$ cat src/rtl/core/vcc_pkg.sv
// Package for the vending credit controller: widths, codes, transaction types and price tables.
`default_nettype none

package vcc_pkg;

    localparam int CREDIT_BITS = 16;
    localparam int STOCK_BITS  = 8;

    localparam int OPCODE_W   = 3;
    localparam int AMOUNT_W   = 16;
    localparam int MASK_W     = 17;
    localparam int MODE_W     = 2;
    localparam int CREDIT_O_W = 16;
    localparam int STOCK_O_W  = 8;
    localparam int COST_W     = 9;
    localparam int BASE_W     = 3;
    localparam int FILL_W     = 4;

    localparam int NUM_BASE = 5;
    localparam int NUM_FILL = 12;

    // Working widths for saturating arithmetic
    localparam int SUM_W = ((CREDIT_BITS > AMOUNT_W) ? CREDIT_BITS : AMOUNT_W) + 1;
    localparam int STK_EXT_W = (STOCK_BITS > AMOUNT_W) ? STOCK_BITS : AMOUNT_W;

    localparam logic [CREDIT_BITS-1:0] CREDIT_MAX = '1;
    localparam logic [STOCK_BITS-1:0]  STOCK_MAX  = '1;

    localparam logic [OPCODE_W-1:0] OP_INSERT   = 3'd0;
    localparam logic [OPCODE_W-1:0] OP_SELECT   = 3'd1;
    localparam logic [OPCODE_W-1:0] OP_REJECT   = 3'd2;
    localparam logic [OPCODE_W-1:0] OP_LOAD     = 3'd3;
    localparam logic [OPCODE_W-1:0] OP_DISPENSE = 3'd4;
    localparam logic [OPCODE_W-1:0] OP_TAKE     = 3'd5;

    localparam logic [MODE_W-1:0] MODE_EMPTY     = 2'd0;
    localparam logic [MODE_W-1:0] MODE_NOCREDIT  = 2'd1;
    localparam logic [MODE_W-1:0] MODE_HASCREDIT = 2'd2;
    localparam logic [MODE_W-1:0] MODE_DISPENSE  = 2'd3;

    typedef struct packed {
        logic [OPCODE_W-1:0] opcode;
        logic [AMOUNT_W-1:0] amount;
        logic [MASK_W-1:0]   choice_mask;
    } t_in_item;

    typedef struct packed {
        logic                  accepted;
        logic [MODE_W-1:0]     mode_now;
        logic [CREDIT_O_W-1:0] credit_now;
        logic [STOCK_O_W-1:0]  stock_now;
        logic [COST_W-1:0]     chosen_cost;
        logic [BASE_W-1:0]     chosen_base;
        logic [FILL_W-1:0]     chosen_filling;
        logic                  item_handed;
    } t_out_item;

    typedef struct packed {
        logic              found;
        logic [BASE_W-1:0] base;
        logic [FILL_W-1:0] filling;
        logic [COST_W-1:0] cost;
    } t_sel;

    function automatic logic [COST_W-1:0] base_price(input logic [BASE_W-1:0] idx);
        logic [COST_W-1:0] p;
        unique case (idx)
            3'd0:    p = 9'd100;
            3'd1:    p = 9'd150;
            3'd2:    p = 9'd200;
            3'd3:    p = 9'd200;
            3'd4:    p = 9'd200;
            default: p = 9'd0;
        endcase
        return p;
    endfunction

    function automatic logic [COST_W-1:0] fill_price(input logic [FILL_W-1:0] idx);
        logic [COST_W-1:0] p;
        unique case (idx)
            4'd0:    p = 9'd20;
            4'd1:    p = 9'd50;
            4'd2:    p = 9'd50;
            4'd3:    p = 9'd50;
            4'd4:    p = 9'd50;
            4'd5:    p = 9'd50;
            4'd6:    p = 9'd100;
            4'd7:    p = 9'd20;
            4'd8:    p = 9'd70;  // cheese
            4'd9:    p = 9'd100; // cheese and ham
            4'd10:   p = 9'd20;
            4'd11:   p = 9'd50;
            default: p = 9'd0;
        endcase
        return p;
    endfunction

endpackage

`default_nettype wire

$ cat src/rtl/core/vending_credit_controller.sv
// Top level of the vending credit controller: input register, event logic, output register.
// A transaction taken into the input register reaches o_out_item via the output register.
// Throughput: one event per cycle unless stalled; one pass from the input register updates state.
// Both stages advance together while the output register is empty or being taken.
// Reset (synchronous, active low): mode empty, credit, stock and selection zero, no item waiting,
// both pipeline registers empty.
`default_nettype none

module vending_credit_controller (
    input  wire logic              i_clk,
    input  wire logic              i_rst_n,
    input  wire logic              i_in_valid,
    output logic                   o_in_stall,
    input  wire vcc_pkg::t_in_item i_in_item,
    output logic                   o_out_valid,
    input  wire logic              i_out_stall,
    output vcc_pkg::t_out_item     o_out_item
);

    logic               r_in_valid;
    vcc_pkg::t_in_item  r_in_item;
    logic               r_out_valid;
    vcc_pkg::t_out_item r_out_item;

    logic               advance;
    logic               fire;
    logic               in_take;
    vcc_pkg::t_sel      sel;
    vcc_pkg::t_out_item result;

    assign advance    = !r_out_valid || !i_out_stall;
    assign fire       = r_in_valid && advance;
    assign o_in_stall = r_in_valid && !advance;
    assign in_take    = i_in_valid && !o_in_stall;

    vcc_sel_decode u_sel_decode (
        .i_choice_mask (r_in_item.choice_mask),
        .o_sel         (sel)
    );

    vcc_state u_state (
        .i_clk    (i_clk),
        .i_rst_n  (i_rst_n),
        .i_fire   (fire),
        .i_item   (r_in_item),
        .i_sel    (sel),
        .o_result (result)
    );

    always_ff @(posedge i_clk) begin
        if (!i_rst_n) begin
            r_in_valid <= 1'b0;
        end else if (!o_in_stall) begin
            r_in_valid <= i_in_valid;
        end
    end

    always_ff @(posedge i_clk) begin
        if (in_take) begin
            r_in_item <= i_in_item;
        end
    end

    always_ff @(posedge i_clk) begin
        if (!i_rst_n) begin
            r_out_valid <= 1'b0;
        end else if (advance) begin
            r_out_valid <= r_in_valid;
        end
    end

    always_ff @(posedge i_clk) begin
        if (fire) begin
            r_out_item <= result;
        end
    end

    assign o_out_valid = r_out_valid;
    assign o_out_item  = r_out_item;

endmodule

`default_nettype wire

$ cat src/rtl/core/vcc_sel_decode.sv
// Selection decode: lowest base and filling bits and the summed price.
`default_nettype none

module vcc_sel_decode (
    input  wire logic [vcc_pkg::MASK_W-1:0] i_choice_mask,
    output vcc_pkg::t_sel                   o_sel
);

    logic [vcc_pkg::NUM_BASE-1:0] base_bits;
    logic [vcc_pkg::NUM_FILL-1:0] fill_bits;
    logic [vcc_pkg::BASE_W-1:0]   base_idx;
    logic [vcc_pkg::FILL_W-1:0]   fill_idx;

    assign base_bits = i_choice_mask[vcc_pkg::NUM_BASE-1:0];
    assign fill_bits = i_choice_mask[vcc_pkg::MASK_W-1:vcc_pkg::NUM_BASE];

    always_comb begin
        base_idx = '0;
        for (int i = vcc_pkg::NUM_BASE - 1; i >= 0; i--) begin
            if (base_bits[i]) begin
                base_idx = vcc_pkg::BASE_W'(i);
            end
        end
    end

    always_comb begin
        fill_idx = '0;
        for (int i = vcc_pkg::NUM_FILL - 1; i >= 0; i--) begin
            if (fill_bits[i]) begin
                fill_idx = vcc_pkg::FILL_W'(i);
            end
        end
    end

    assign o_sel.found   = (|base_bits) && (|fill_bits);
    assign o_sel.base    = base_idx;
    assign o_sel.filling = fill_idx;
    assign o_sel.cost    = vcc_pkg::base_price(base_idx) + vcc_pkg::fill_price(fill_idx);

endmodule

`default_nettype wire

$ cat src/rtl/core/vcc_state.sv
// Controller state registers and per-event next-state and result logic.
`default_nettype none

module vcc_state (
    input  wire logic              i_clk,
    input  wire logic              i_rst_n,
    input  wire logic              i_fire,
    input  wire vcc_pkg::t_in_item i_item,
    input  wire vcc_pkg::t_sel     i_sel,
    output vcc_pkg::t_out_item     o_result
);

    logic [vcc_pkg::MODE_W-1:0]      r_mode, n_mode;
    logic [vcc_pkg::CREDIT_BITS-1:0] r_credit, n_credit;
    logic [vcc_pkg::STOCK_BITS-1:0]  r_stock, n_stock;
    logic [vcc_pkg::COST_W-1:0]      r_sel_cost, n_sel_cost;
    logic [vcc_pkg::BASE_W-1:0]      r_sel_base, n_sel_base;
    logic [vcc_pkg::FILL_W-1:0]      r_sel_filling, n_sel_filling;
    logic                            r_item_waiting, n_item_waiting;

    logic                            ok;
    logic                            handed;
    logic [vcc_pkg::SUM_W-1:0]       amt_ext, crd_ext, cmax_ext, sum_ext, cost_ext;
    logic [vcc_pkg::SUM_W-1:0]       credit_now_ext;
    logic [vcc_pkg::STK_EXT_W-1:0]   amt_stk, smax_stk, stock_now_ext;
    logic [vcc_pkg::STOCK_BITS-1:0]  stock_dec;
    logic [vcc_pkg::CREDIT_BITS-1:0] credit_ins_new, credit_ins_add;

    assign amt_ext  = vcc_pkg::SUM_W'(i_item.amount);
    assign crd_ext  = vcc_pkg::SUM_W'(r_credit);
    assign cmax_ext = vcc_pkg::SUM_W'(vcc_pkg::CREDIT_MAX);
    assign sum_ext  = crd_ext + amt_ext;
    assign cost_ext = vcc_pkg::SUM_W'(i_sel.cost);

    assign credit_ins_new = (amt_ext > cmax_ext) ? vcc_pkg::CREDIT_MAX
                                                 : vcc_pkg::CREDIT_BITS'(amt_ext);
    assign credit_ins_add = (sum_ext > cmax_ext) ? vcc_pkg::CREDIT_MAX
                                                 : vcc_pkg::CREDIT_BITS'(sum_ext);

    assign amt_stk   = vcc_pkg::STK_EXT_W'(i_item.amount);
    assign smax_stk  = vcc_pkg::STK_EXT_W'(vcc_pkg::STOCK_MAX);
    assign stock_dec = (r_stock == '0) ? '0 : r_stock - vcc_pkg::STOCK_BITS'(1);

    always_comb begin
        n_mode         = r_mode;
        n_credit       = r_credit;
        n_stock        = r_stock;
        n_sel_cost     = r_sel_cost;
        n_sel_base     = r_sel_base;
        n_sel_filling  = r_sel_filling;
        n_item_waiting = r_item_waiting;
        ok             = 1'b0;
        handed         = 1'b0;
        unique case (i_item.opcode)
            vcc_pkg::OP_INSERT: begin
                if (r_mode == vcc_pkg::MODE_NOCREDIT) begin
                    n_credit = credit_ins_new;
                    n_mode   = vcc_pkg::MODE_HASCREDIT;
                    ok       = 1'b1;
                end else if (r_mode == vcc_pkg::MODE_HASCREDIT) begin
                    n_credit = credit_ins_add;
                    ok       = 1'b1;
                end
            end
            vcc_pkg::OP_SELECT: begin
                if (r_mode == vcc_pkg::MODE_HASCREDIT) begin
                    n_item_waiting = 1'b0;
                    if (i_sel.found) begin
                        n_sel_base    = i_sel.base;
                        n_sel_filling = i_sel.filling;
                        n_sel_cost    = i_sel.cost;
                        if (cost_ext <= crd_ext) begin
                            n_credit = vcc_pkg::CREDIT_BITS'(crd_ext - cost_ext);
                            n_mode   = vcc_pkg::MODE_DISPENSE;
                            ok       = 1'b1;
                        end
                    end
                end
            end
            vcc_pkg::OP_REJECT: begin
                if (r_mode == vcc_pkg::MODE_EMPTY) begin
                    n_credit = '0;
                    ok       = 1'b1;
                end else if (r_mode == vcc_pkg::MODE_HASCREDIT) begin
                    n_credit = '0;
                    n_mode   = vcc_pkg::MODE_NOCREDIT;
                    ok       = 1'b1;
                end
            end
            vcc_pkg::OP_LOAD: begin
                if (r_mode == vcc_pkg::MODE_EMPTY) begin
                    n_stock = (amt_stk > smax_stk) ? vcc_pkg::STOCK_MAX
                                                   : vcc_pkg::STOCK_BITS'(amt_stk);
                    n_mode  = vcc_pkg::MODE_NOCREDIT;
                    ok      = 1'b1;
                end
            end
            vcc_pkg::OP_DISPENSE: begin
                if (r_mode == vcc_pkg::MODE_DISPENSE) begin
                    n_stock = stock_dec;
                    if (stock_dec == '0) begin
                        n_credit = '0;
                        n_mode   = vcc_pkg::MODE_EMPTY;
                    end else if (r_credit == '0) begin
                        n_mode = vcc_pkg::MODE_NOCREDIT;
                    end else begin
                        n_mode = vcc_pkg::MODE_HASCREDIT;
                    end
                    n_item_waiting = 1'b1;
                    ok             = 1'b1;
                end
            end
            vcc_pkg::OP_TAKE: begin
                if (r_item_waiting) begin
                    n_item_waiting = 1'b0;
                    handed         = 1'b1;
                    ok             = 1'b1;
                end
            end
            default: begin
            end
        endcase
    end

    assign credit_now_ext = vcc_pkg::SUM_W'(n_credit);
    assign stock_now_ext  = vcc_pkg::STK_EXT_W'(n_stock);

    assign o_result.accepted       = ok;
    assign o_result.mode_now       = n_mode;
    assign o_result.credit_now     = credit_now_ext[vcc_pkg::CREDIT_O_W-1:0];
    assign o_result.stock_now      = stock_now_ext[vcc_pkg::STOCK_O_W-1:0];
    assign o_result.chosen_cost    = n_sel_cost;
    assign o_result.chosen_base    = n_sel_base;
    assign o_result.chosen_filling = n_sel_filling;
    assign o_result.item_handed    = handed;

    always_ff @(posedge i_clk) begin
        if (!i_rst_n) begin
            r_mode         <= vcc_pkg::MODE_EMPTY;
            r_credit       <= '0;
            r_stock        <= '0;
            r_sel_cost     <= '0;
            r_sel_base     <= '0;
            r_sel_filling  <= '0;
            r_item_waiting <= 1'b0;
        end else if (i_fire) begin
            r_mode         <= n_mode;
            r_credit       <= n_credit;
            r_stock        <= n_stock;
            r_sel_cost     <= n_sel_cost;
            r_sel_base     <= n_sel_base;
            r_sel_filling  <= n_sel_filling;
            r_item_waiting <= n_item_waiting;
        end
    end

    // Without credit the balance is always zero
    a_no_credit_zero: assert property (@(posedge i_clk) disable iff (!i_rst_n)
        (r_mode == vcc_pkg::MODE_EMPTY || r_mode == vcc_pkg::MODE_NOCREDIT)
        |-> (r_credit == '0))
        else $error("credit held outside credit modes");

    // Dispensing only follows a recorded, priced selection
    a_dispense_has_sel: assert property (@(posedge i_clk) disable iff (!i_rst_n)
        (r_mode == vcc_pkg::MODE_DISPENSE) |-> (r_sel_cost != '0))
        else $error("dispensing without a selection");

    a_dispense_sets_waiting: assert property (@(posedge i_clk) disable iff (!i_rst_n)
        (i_fire && i_item.opcode == vcc_pkg::OP_DISPENSE
         && r_mode == vcc_pkg::MODE_DISPENSE) |=> r_item_waiting)
        else $error("item not marked waiting after dispense");

    a_take_clears: assert property (@(posedge i_clk) disable iff (!i_rst_n)
        (i_fire && i_item.opcode == vcc_pkg::OP_TAKE) |=> !r_item_waiting)
        else $error("item still waiting after take");

endmodule

`default_nettype wire

$ cat config.mk
export PLATFORM = sky130hd
export DESIGN_NAME = vending_credit_controller
export DESIGN_NICKNAME = d
export VERILOG_FILES = /design/src/rtl/core/vcc_pkg.sv /design/src/rtl/core/vending_credit_controller.sv /design/src/rtl/core/vcc_sel_decode.sv /design/src/rtl/core/vcc_state.sv
export SDC_FILE = /design/constraint.sdc
export NUM_CORES = 1
export LEC_CHECK = 0
export BUFFER_PORTS_ARGS = -buffer_cell sky130_fd_sc_hd__buf_2
export CAP_MARGIN = 20
export CORE_MARGIN = 2
export CORE_UTILIZATION = 54
export CTS_CLUSTER_SIZE = 8
export DETAILED_ROUTE_END_ITERATION = 10
export PLACE_DENSITY = 0.78
export SKIP_LAST_GASP = 1
export SYNTH_ARGS = -nofsm -noshare
export SYNTH_HDL_FRONTEND = slang
export SYNTH_SLANG_ARGS = --single-unit
$ cat constraint.sdc
create_clock -name i_clk -period 4.78 [get_ports i_clk]
set_input_delay 0.239 -clock i_clk [delete_from_list [all_inputs] [get_ports i_clk]]
set_output_delay 0.239 -clock i_clk [all_outputs]
set_load 0.005 [all_outputs]
# Yosys cells after proc, flatten, opt, wreduce, memory -nomap -nowiden
# Memories as Yosys holds them, arrays and structs flattened.
# Cells that the tools add are included.
totals:
  word_cells: 131
  n_memories: 1
  reg_bits: 125
  mem_bits_ro: 80
  out_inout_bits: 46
mem_list:
  columns: ["name", "words", "width", "read_ports", "rd_ports_with_merged_regs", "write_ports", "line", "source"]
  rows:
  - ["(no name shown)", 16, 5, 1, 0, 0, "vcc_pkg.sv:80", "unique case (idx)"]
classes:
  n_eq_ne: 14
  n_reduce_logical: 20
  n_lt_le_gt_ge: 4
  n_addsub: 4
  n_mux: 68
op_table:
  columns: ["operator", "count"]
  rows:
  - ["$mux 16", 11]
  - ["$pmux 16 s4", 1]
  - ["$mux 4", 15]
  - ["$mux 8", 4]
  - ["$mux 9", 3]
  - ["$mux 3", 8]
  - ["$pmux 8 s3", 1]
  - ["$mux 2", 10]
  - ["$add 16x16->17", 1]
  - ["$gt 17x16->1 const B", 1]
  - ["$gt 16x16->1 const B", 1]
  - ["$gt 16x8->1 const B", 1]
  - ["$le 9x16->1", 1]
  - ["$logic_not 16->1", 1]
  - ["$logic_not 8->1", 2]
  - ["$pmux 8 s2", 1]
  - ["$sub 16x9->16", 1]
  - ["$eq 3x2->1 const B", 4]
  - ["$reduce_or 12->1", 1]
  - ["$mux 1", 11]
  - ["$pmux 2 s5", 1]
  - ["$add 8x9->9", 1]
  - ["$eq 3x3->1 const B", 3]
  - ["$sub 8x1->8 const B", 1]
  - ["other kinds (15)", 25]

# Depth between registers and ports, before layout
# Gate-level depths: netlist (run 1).
# An unclocked memory read counts as a cell.
logic_depth:
  word_depth: 19
  depth_mapped: 27
  mapped_depth_nobuf: 27

# By module
# A second synthesis (run 1) with hierarchy kept.
hier_totals:
  cells_unflattened: 769
  hier_area_um2: 7663.6
modules_own_cells:
  columns: ["mod", "seq_area_each_um2", "n_inst", "area_per_inst_um2", "cells_per_inst"]
  rows:
  - ["vcc_state", 860.8, 1, 4595.7, 601]
  - ["vending_credit_controller", 2442.3, 1, 2486.1, 88]
  - ["vcc_sel_decode", 0.0, 1, 581.8, 80]

# Least setup slack after synthesis (run 1)
# Ideal clock, no wire load.
synth_path:
  path_kind: "register -> register"
  startpoint: "register r_in_item[14] (netlist name)"
  endpoint: "register r_out_item (netlist bit o_out_item[34]) (data pin)"
  setup_slack_ns: -0.004
  stages_incl_launch_ff: 19
  synth_period_minus_slack_ns: 4.784
  arrival_ns: 4.523
  cell_sequence: "edfxtp_1 > nor3_1 > o31ai_1 > a211oi_1 > inv_1 > ha_1 > o22ai_1 > ha_1 > fa_1 > inv_1 > ha_1 > nor2b_1 > nor3_1 > o21bai_1 > maj3_4 > a32o_2 > o21ai_2 > nor2_1 > a221o_1"
synth_rtl:
  columns: ["item", "line", "source"]
  rows:
  - ["start: declaration", "vending_credit_controller.sv:21", "vcc_pkg::t_in_item r_in_item;"]
  - ["start signal: assignment", "vending_credit_controller.sv:60", "r_in_item <= i_in_item;"]
  - ["end signal: assignment", "vending_credit_controller.sv:74", "r_out_item <= result;"]
  - ["end: declaration", "vending_credit_controller.sv:23", "vcc_pkg::t_out_item r_out_item;"]

# Worst setup path after layout (run 1)
layout_path:
  startpoint: "register r_in_item[15] (netlist name)"
  endpoint: "register u_state.r_credit[15] (netlist name)"
layout_between:
  elab_chain_cells: 18
  word_cells_on_any_way: 21
  cone_classes: "add/sub (2); order compare (1); mux (15); reduce/logical (2); memory (1)"
layout_lines:
  columns: ["item", "line", "source"]
  rows:
  - ["$mux 4 (11 in a row)", "vcc_sel_decode.sv:29", "if (fill_bits[i]) begin"]
  - ["$mem_v2 16x5", null, null]
  - ["$add 8x9->9", "vcc_sel_decode.sv:38", "assign o_sel.cost = vcc_pkg::base_price(base_idx) + vcc_pkg::fill_price(fill_idx);"]
  - ["$sub 16x9->16 / $le 9x16->1 (equally long branches)", "vcc_state.sv:73, vcc_state.sv:72", null]
  - ["$mux 16", "vcc_state.sv:72", "if (cost_ext <= crd_ext) begin"]
  - ["$mux 16 (*)", "vcc_state.sv:68", "if (i_sel.found) begin"]
  - ["$mux 16 (*)", "vcc_state.sv:66", "if (r_mode == vcc_pkg::MODE_HASCREDIT) begin"]
  - ["$pmux 16 s4 (*)", "vcc_state.sv:54", "unique case (i_item.opcode)"]
  - ["end signal: assignment", "vcc_state.sv:148", "r_credit <= n_credit;"]
  - ["end: declaration", "vcc_state.sv:14", "logic [vcc_pkg::CREDIT_BITS-1:0] r_credit, n_credit;"]
# Every way passes the cells marked *; elsewhere a longest branch is shown, timed or not.
# A chain may end at the register's enable or synchronous reset.

==> impl_results.md, run 1 <==
* Register area share after synthesis at 43.2%
* Vias per inst at 6.13
* Max-slew violations at 0
* Initial core utilization at 55.1%
* Register bit total from synthesis at 125
* Standard-cell rows at 43
* Hold WS at 0.0410 ns
* Leak at 3.95 nW
* Initial antenna violation count at 0
* Setup CP Type: flop to flop
* Violated checks: setup timing
* Final setup margin at -0.0691 ns
* CP Launch Type: flop
* Core ar. at 13900 um2
* HP Start: i_in_valid
* Area Growth Syn to Fin at 30.3%
* Met2 Use GR at 42.7%
* Post-synth top flop: edfxtp_1
* GRT Max-Usage Layer: met2
* Clk_lat worst skew at 0.43 ns
* Syn_nets at 867
* PwrDens at 309 nW/um2
* Die span in x at 123 um
* Fmax at 0.206 GHz
* Fin crit share at 101%
* Drc violations at 0
* I/O pin count at 86
* Req. time, crit path at 5.09 ns
* Sink Count at 125
* FF-to-FF Start: r_in_item[15]$_DFFE_PP_
* First-pass GRT wire length at 32200 um
* Max_slew headroom at 33.2%
* Top delay family on crit path: compound AO/OA/AOI/OAI gates
* Final setup fails at 9
* Combinational share of power at 17.6%
* Worst-Margin Slew at 0.995 ns
* Post-route antenna net violation count at 0
* Mapped Area at 7650 um2
* GP Congestion at 0.935
* GRT met3 Usage at 7.56%
* Critical Path End Type: flop
* DIE HEIGHT at 123 um
* Vias in the first global route at 6280
* Status: finished with violations
* DPL Wire Length at 13700 um
* Mapped Avg Cell Area at 9.68 um2
* Share of layout cells above drive strength 1 at 28.0%
* Slowest stage delay, CP at 0.41 ns
* Crit-path max FO at 7
* Htree depth at 4
* Layout net count at 1032
* DR pass1 iterations at 6
* Worst path bufs/invs at 7
* Sw Ratio at 27.1%
* Fillers at 954
* Mapped Cells at 790
* Cell-internal power at 0.00225 W
* CTS Buffer Depth at 2
* Seq pwr share at 40.4%
* Psw at 0.000835 W
* Clk root buf: clkbuf_16
* Total CTS buffers at 17
* TNS Setup at -0.312 ns
* CP Data Arrival Time at 5.16 ns
* Final WL at 22000 um
* Reg clk slew, reported paths at 0.06 ns
* CP startpoint: r_in_item[15]$_DFFE_PP_
* Total track usage at 28.0%
* Distinct cells, synth at 97
* Synth async-reset ratio at 0%
* DR WL/cell at 19.2 um
* Clock share of power at 41.9%
* Overflow after GRT at 0
* PortBufs at 85
* Most frequent cells in the layout: buf_2 (85), edfxtp_1 (80), nor2_1 (76), nand2_1 (76), buf_4 (54)
* Max Cap Viol at 0
* Unrepaired setup endpoints after global routing: yes
* Routed via count at 7039
* Final Critical Period at 4.85 ns
* Max VDD drop at 0.000259 V
* Hold Crit Class: primary input to flop
* CP max stage cell: edfxtp_1
* Drt initial violations at 792
* Met1 Resource Use GR at 38.4%
* Largest net degree at the start of global routing at 64
* CTS tree: yes
* Die area at 15100 um2
* Hold Vio Cnt, Final at 0
* Leading cell type in the layout, fill and taps excluded: buf_2
* Number of flops mapped to enable cells by yosys at 80
* Antenna cell count at 0
* Clock skew at 0.0131 ns
* Ys Warns at 0
-- flip-flops by register name, indices dropped and copies added (netlist names) --
| name | flops |
|---|---|
| u_state.r_item_waiting | 1 |
| u_state.r_credit | 16 |
| u_state.r_sel_cost | 9 |
| r_in_item | 36 |
| u_state.r_mode | 2 |
| u_state.r_stock | 8 |
| r_in_valid | 1 |
| u_state.r_sel_base | 3 |
| o_out_item | 44 |
| u_state.r_sel_filling | 4 |
| o_out_valid | 1 |
-- layer usage --
metal,vias to the layer above,share of wire [%]
met5,-,0
met4,0,2.2
met1,3294,42
li1,3325,-
met3,54,8.8
met2,366,47
-- power groups by stage --
stage                     sequential [W]  clock (W)  combinational (W)
after CTS                        0.00124    0.00130           0.000466
after detailed placement         0.00126          0           0.000406
after global routing             0.00125    0.00135           0.000584
final                            0.00125    0.00129           0.000544
after floorplan                  0.00124          0           0.000280
after global placement           0.00126          0           0.000400
-- stage by stage --
step                      cells  util, %  power (W)  setup WS (ns)  instance area [um2]
after floorplan             790        -    0.00152          0.165                 7660
final                      1148     71.8    0.00308        -0.0691                 9970
after detailed placement   1054     60.5    0.00167        -0.0804                 8400
after global placement     1054     60.5    0.00166       -0.00475                 8400
after CTS                  1134     69.1    0.00301       -0.00563                 9590
after global routing       1148     71.8    0.00318         -0.293                 9970
-- cell families (layout without fill, tap and decap cells) --
| logic type | count (synthesis) | after routing | synth area share [%] |
|---|---|---|---|
| and+or+nand+nor | 264 | 264 | 17.2 |
| adders and majority gates | 44 | 44 | 7.33 |
| xor gates and xnor gates | 26 | 26 | 3.42 |
| buffers and inverters | 61 | 239 | 3.70 |
| DFF | 125 | 125 | 43.2 |
| muxes | 15 | 15 | 2.00 |
| AOI/OAI and AO/OA | 255 | 255 | 23.2 |
-- path summary, 6_finish.rpt --
check / end / slack, ns / cells past startpoint
max: u_state.r_credit[15]$_SDFFE_PN0P_ / -0.07 / 26
min: r_in_valid$_SDFFE_PN0N_ / 0.04 / 3
max reg2reg: u_state.r_credit[15]$_SDFFE_PN0P_ / -0.07 / 26
min reg2reg: u_state.r_sel_filling[1]$_SDFFE_PN0P_ / 0.46 / 2
-- synthesized netlist by cell type, types with 9 or more instances --
| cell type | number | area share [%] |
|---|---|---|
| clkbuf_1 | 29 | 1.4 |
| nor2_1 | 80 | 3.9 |
| edfxtp_1 | 80 | 31 |
| a211oi_1 | 16 | 1.6 |
| a21oi_1 | 52 | 3.4 |
| dfxtp_1 | 45 | 12 |
| nor4_1 | 9 | 0.74 |
| o22ai_1 | 11 | 0.90 |
| a21o_1 | 19 | 1.9 |
| mux2i_1 | 13 | 1.7 |
| xnor2_1 | 15 | 1.7 |
| nand2_1 | 78 | 3.8 |
| o21ai_0 | 56 | 3.7 |
| nand3_1 | 13 | 0.85 |
| nor3_1 | 25 | 1.6 |
| ha_1 | 34 | 5.6 |
| inv_1 | 22 | 1.1 |
| or3_1 | 9 | 0.74 |
-- worst min-delay path, stage by stage --
cell    delay, ns
buf_2        0.09
nor2_1       0.04
nor2_1       0.07
-- layout make-up --
class | count | area (um2) | area share, %
Clock buffer | 21 | 460 | 4.62
Clock inverter | 11 | 134 | 1.34
Inverter | 23 | 86.3 | 0.866
Multi-Input combinational cell | 604 | 4450 | 44.6
Sequential cell | 125 | 3300 | 33.1
Tap cell | 180 | 225 | 2.26
Timing Repair Buffer | 184 | 1310 | 13.1
-- what timing repair did --
action                                 CTS  global route
resized for setup                       29            55
endpoints found under the hold margin   36             0
setup endpoints to repair               22            33
hold buffers                            36             0
buffers inserted                        12            14
pin swaps                               18            39
No activity file was read; power rests on OpenSTA's default activity.
==> run 2: changes to the inputs <==
Settings changed: SKIP_LAST_GASP 1 to unset.
==> impl_results.md, run 2 (same netlist as run 1, synthesis figures left out) <==
* Overflow after GRT at 0 (unchanged)
* Cell-internal power at 0.00225 W (about the same)
* Violated checks: setup timing (unchanged)
* Top delay family on crit path: compound AO/OA/AOI/OAI gates (unchanged)
* I/O pin count at 86 (unchanged)
* Finished Core Util at 71.8% (unchanged)
* DIE HEIGHT at 123 um (unchanged)
* Die area at 15100 um2 (unchanged)
* Unrepaired setup endpoints after global routing: yes (unchanged)
* Crit-path max FO at 7 (unchanged)
* PortBufs at 85 (unchanged)
* Die span in x at 123 um (unchanged)
* Largest net degree at the start of global routing at 64 (unchanged)
* PnR Total Power at 0.00308 W (about the same)
* Sink Count at 125 (unchanged)
* Req. time, crit path at 5.09 ns (about the same)
* Total CTS buffers at 17 (unchanged)
* First-pass GRT wire length at 32200 um (unchanged)
* Worst Reg-to-Reg Cells at 26 (unchanged)
* CP max stage cell: edfxtp_1 (unchanged)
* Critical Path End Type: flop (unchanged)
* Combinational share of power at 17.6% (about the same)
* Hold Vio Cnt, Final at 0 (unchanged)
* Drt initial violations at 785 (was 792)
* Total placed cells including tap cells at 1054 (unchanged)
* Setup CP Type: flop to flop (unchanged)
* CTS tree: yes (unchanged)
* Max VDD drop at 0.000259 V (about the same)
* CP Launch Type: flop (unchanged)
* Initial core utilization at 55.1% (unchanged)
* Standard-cell rows at 43 (unchanged)
* Fmax at 0.207 GHz (was 0.206 GHz)
* Slowest stage delay, CP at 0.40 ns (was 0.41 ns)
* DPL Wire Length at 13700 um (unchanged)
* CP Data Arrival Time at 5.15 ns (was 5.16 ns)
* Vias in the first global route at 6280 (unchanged)
* Antenna cell count at 0 (unchanged)
* Core ar. at 13900 um2 (unchanged)
* Post-route antenna net violation count at 0 (unchanged)
* Drc violations at 0 (unchanged)
* Psw at 0.000833 W (was 0.000835 W)
* Crit. path cell count at 26 (unchanged)
* Share of layout cells above drive strength 1 at 28.0% (unchanged)
* Total track usage at 28.0% (unchanged)
* Clock share of power at 41.9% (about the same)
* Worst-Margin Slew at 1.00 ns (was 0.995 ns)
* Layout net count at 1032 (unchanged)
* Fillers at 954 (unchanged)
* Worst path bufs/invs at 7 (unchanged)
* DR pass1 iterations at 5 (was 6)
* Clock skew at 0.0122 ns (was 0.0131 ns)
* GP Congestion at 0.935 (unchanged)
* FF+latch area at 3300 um2 (unchanged)
* Reg clk slew, reported paths at 0.06 ns (about the same)
* Htree depth at 4 (unchanged)
* Hold WS at 0.0407 ns (was 0.0410 ns)
* Leak at 3.95 nW (about the same)
* Max-slew violations at 0 (unchanged)
* Hold path cells at 3 (unchanged)
* Hold Crit Class: primary input to flop (unchanged)
* Sw Ratio at 27.0% (was 27.1%)
* Initial antenna violation count at 0 (unchanged)
* Final WL at 22000 um (about the same)
* Max Cap Viol at 0 (unchanged)
* Non-Filler Instances at 1148 (unchanged)
* Vias per inst at 6.13 (unchanged)
* DR WL/cell at 19.1 um (was 19.2 um)
* Most frequent cells in the layout: buf_2 (85), edfxtp_1 (80), nor2_1 (76), nand2_1 (76), buf_4 (54) (unchanged)
* Final setup fails at 8 (was 9)
* Multi-input gate area at 4450 um2 (unchanged)
* Area Growth Syn to Fin at 30.3% (unchanged)
* Max reg flops at 44 (unchanged)
* CTS Buffer Depth at 2 (unchanged)
* Worst slack, placed at -0.0804 ns (unchanged)
* Leading cell type in the layout, fill and taps excluded: buf_2 (unchanged)
* Max_slew headroom at 32.6% (was 33.2%)
* Fin crit share at 101% (about the same)
* PwrDens at 309 nW/um2 (about the same)
* Status: finished with violations (unchanged)
* Seq pwr share at 40.5% (was 40.4%)
* Final Critical Period at 4.84 ns (was 4.85 ns)
* Routed via count at 7039 (unchanged)
* Final setup margin at -0.0588 ns (was -0.0691 ns)
* Clk_lat worst skew at 0.43 ns (about the same)
* Clk root buf: clkbuf_16 (unchanged)
==> run 2: final cells by class <==
type | count | area share (%)
multi-input combinational | 604 | 44.6
sequential | 125 | 33.1
timing repair buffer | 184 | 13.1
clock buffer | 21 | 4.62
tap | 180 | 2.26
clock inverter | 11 | 1.34
inverter | 23 | 0.866
==> run 2: worst reg2reg max path, cell delays in order, from the launching register on <==
cell,delay [ns]
edfxtp_1,0.40
inv_1,0.07
a21oi_1,0.06
o21bai_1,0.14
a21oi_1,0.09
nor2_1,0.10
o21bai_1,0.08
a21oi_2,0.17
inv_2,0.09
buf_4,0.14
buf_4,0.13
ha_1,0.19
a21oi_1,0.17
ha_1,0.33
a21o_1,0.20
a21oi_2,0.13
buf_4,0.12
xnor2_1,0.15
inv_1,0.14
ha_4,0.20
maj3_2,0.32
a32o_2,0.29
buf_6,0.14
o21ai_4,0.25
nor4_2,0.06
or3_1,0.36
a32o_1,0.20
==> run 2: path summary, 6_finish.rpt <==
check / from / endpoint / slack (ns)
setup / recovery: r_in_item[15]$_DFFE_PP_ / u_state.r_credit[15]$_SDFFE_PN0P_ / -0.06
setup reg to reg: r_in_item[15]$_DFFE_PP_ / u_state.r_credit[15]$_SDFFE_PN0P_ / -0.06
hold / removal: i_in_valid / r_in_valid$_SDFFE_PN0N_ / 0.04
hold reg to reg: u_state.r_sel_filling[1]$_SDFFE_PN0P_ / u_state.r_sel_filling[1]$_SDFFE_PN0P_ / 0.46
==> run 2: power groups by stage <==
stage | logic [W] | clock network [W] | registers [W]
CTS | 0.000466 | 0.00130 | 0.00124
global route | 0.000584 | 0.00135 | 0.00125
global placement | 0.000400 | 0 | 0.00126
detailed placement | 0.000406 | 0 | 0.00126
finish | 0.000544 | 0.00129 | 0.00125
floorplan | 0.000280 | 0 | 0.00124
==> run 2: timing repair <==
action                     CTS  global route
setup endpoints to repair   22            33
pin swaps                   18            41
gates resized for setup     29            56
hold buffers                36             0
hold endpoints to repair    36             0
setup buffers               12            14
==> run 2: routing by layer <==
layer  track usage (%)  wire (um)
met5                 0          0
met4              9.94        494
met3              7.56       1840
met2              42.7      10300
met1              38.4       9310
==> run 2: per-stage QoR <==
stage | TNS [ns] | instance area [um2]
floorplan | 0 | 7660
global placement | -0.00865 | 8400
detailed placement | -0.553 | 8400
CTS | -0.00816 | 9590
global route | -6.36 | 9970
finish | -0.251 | 9970
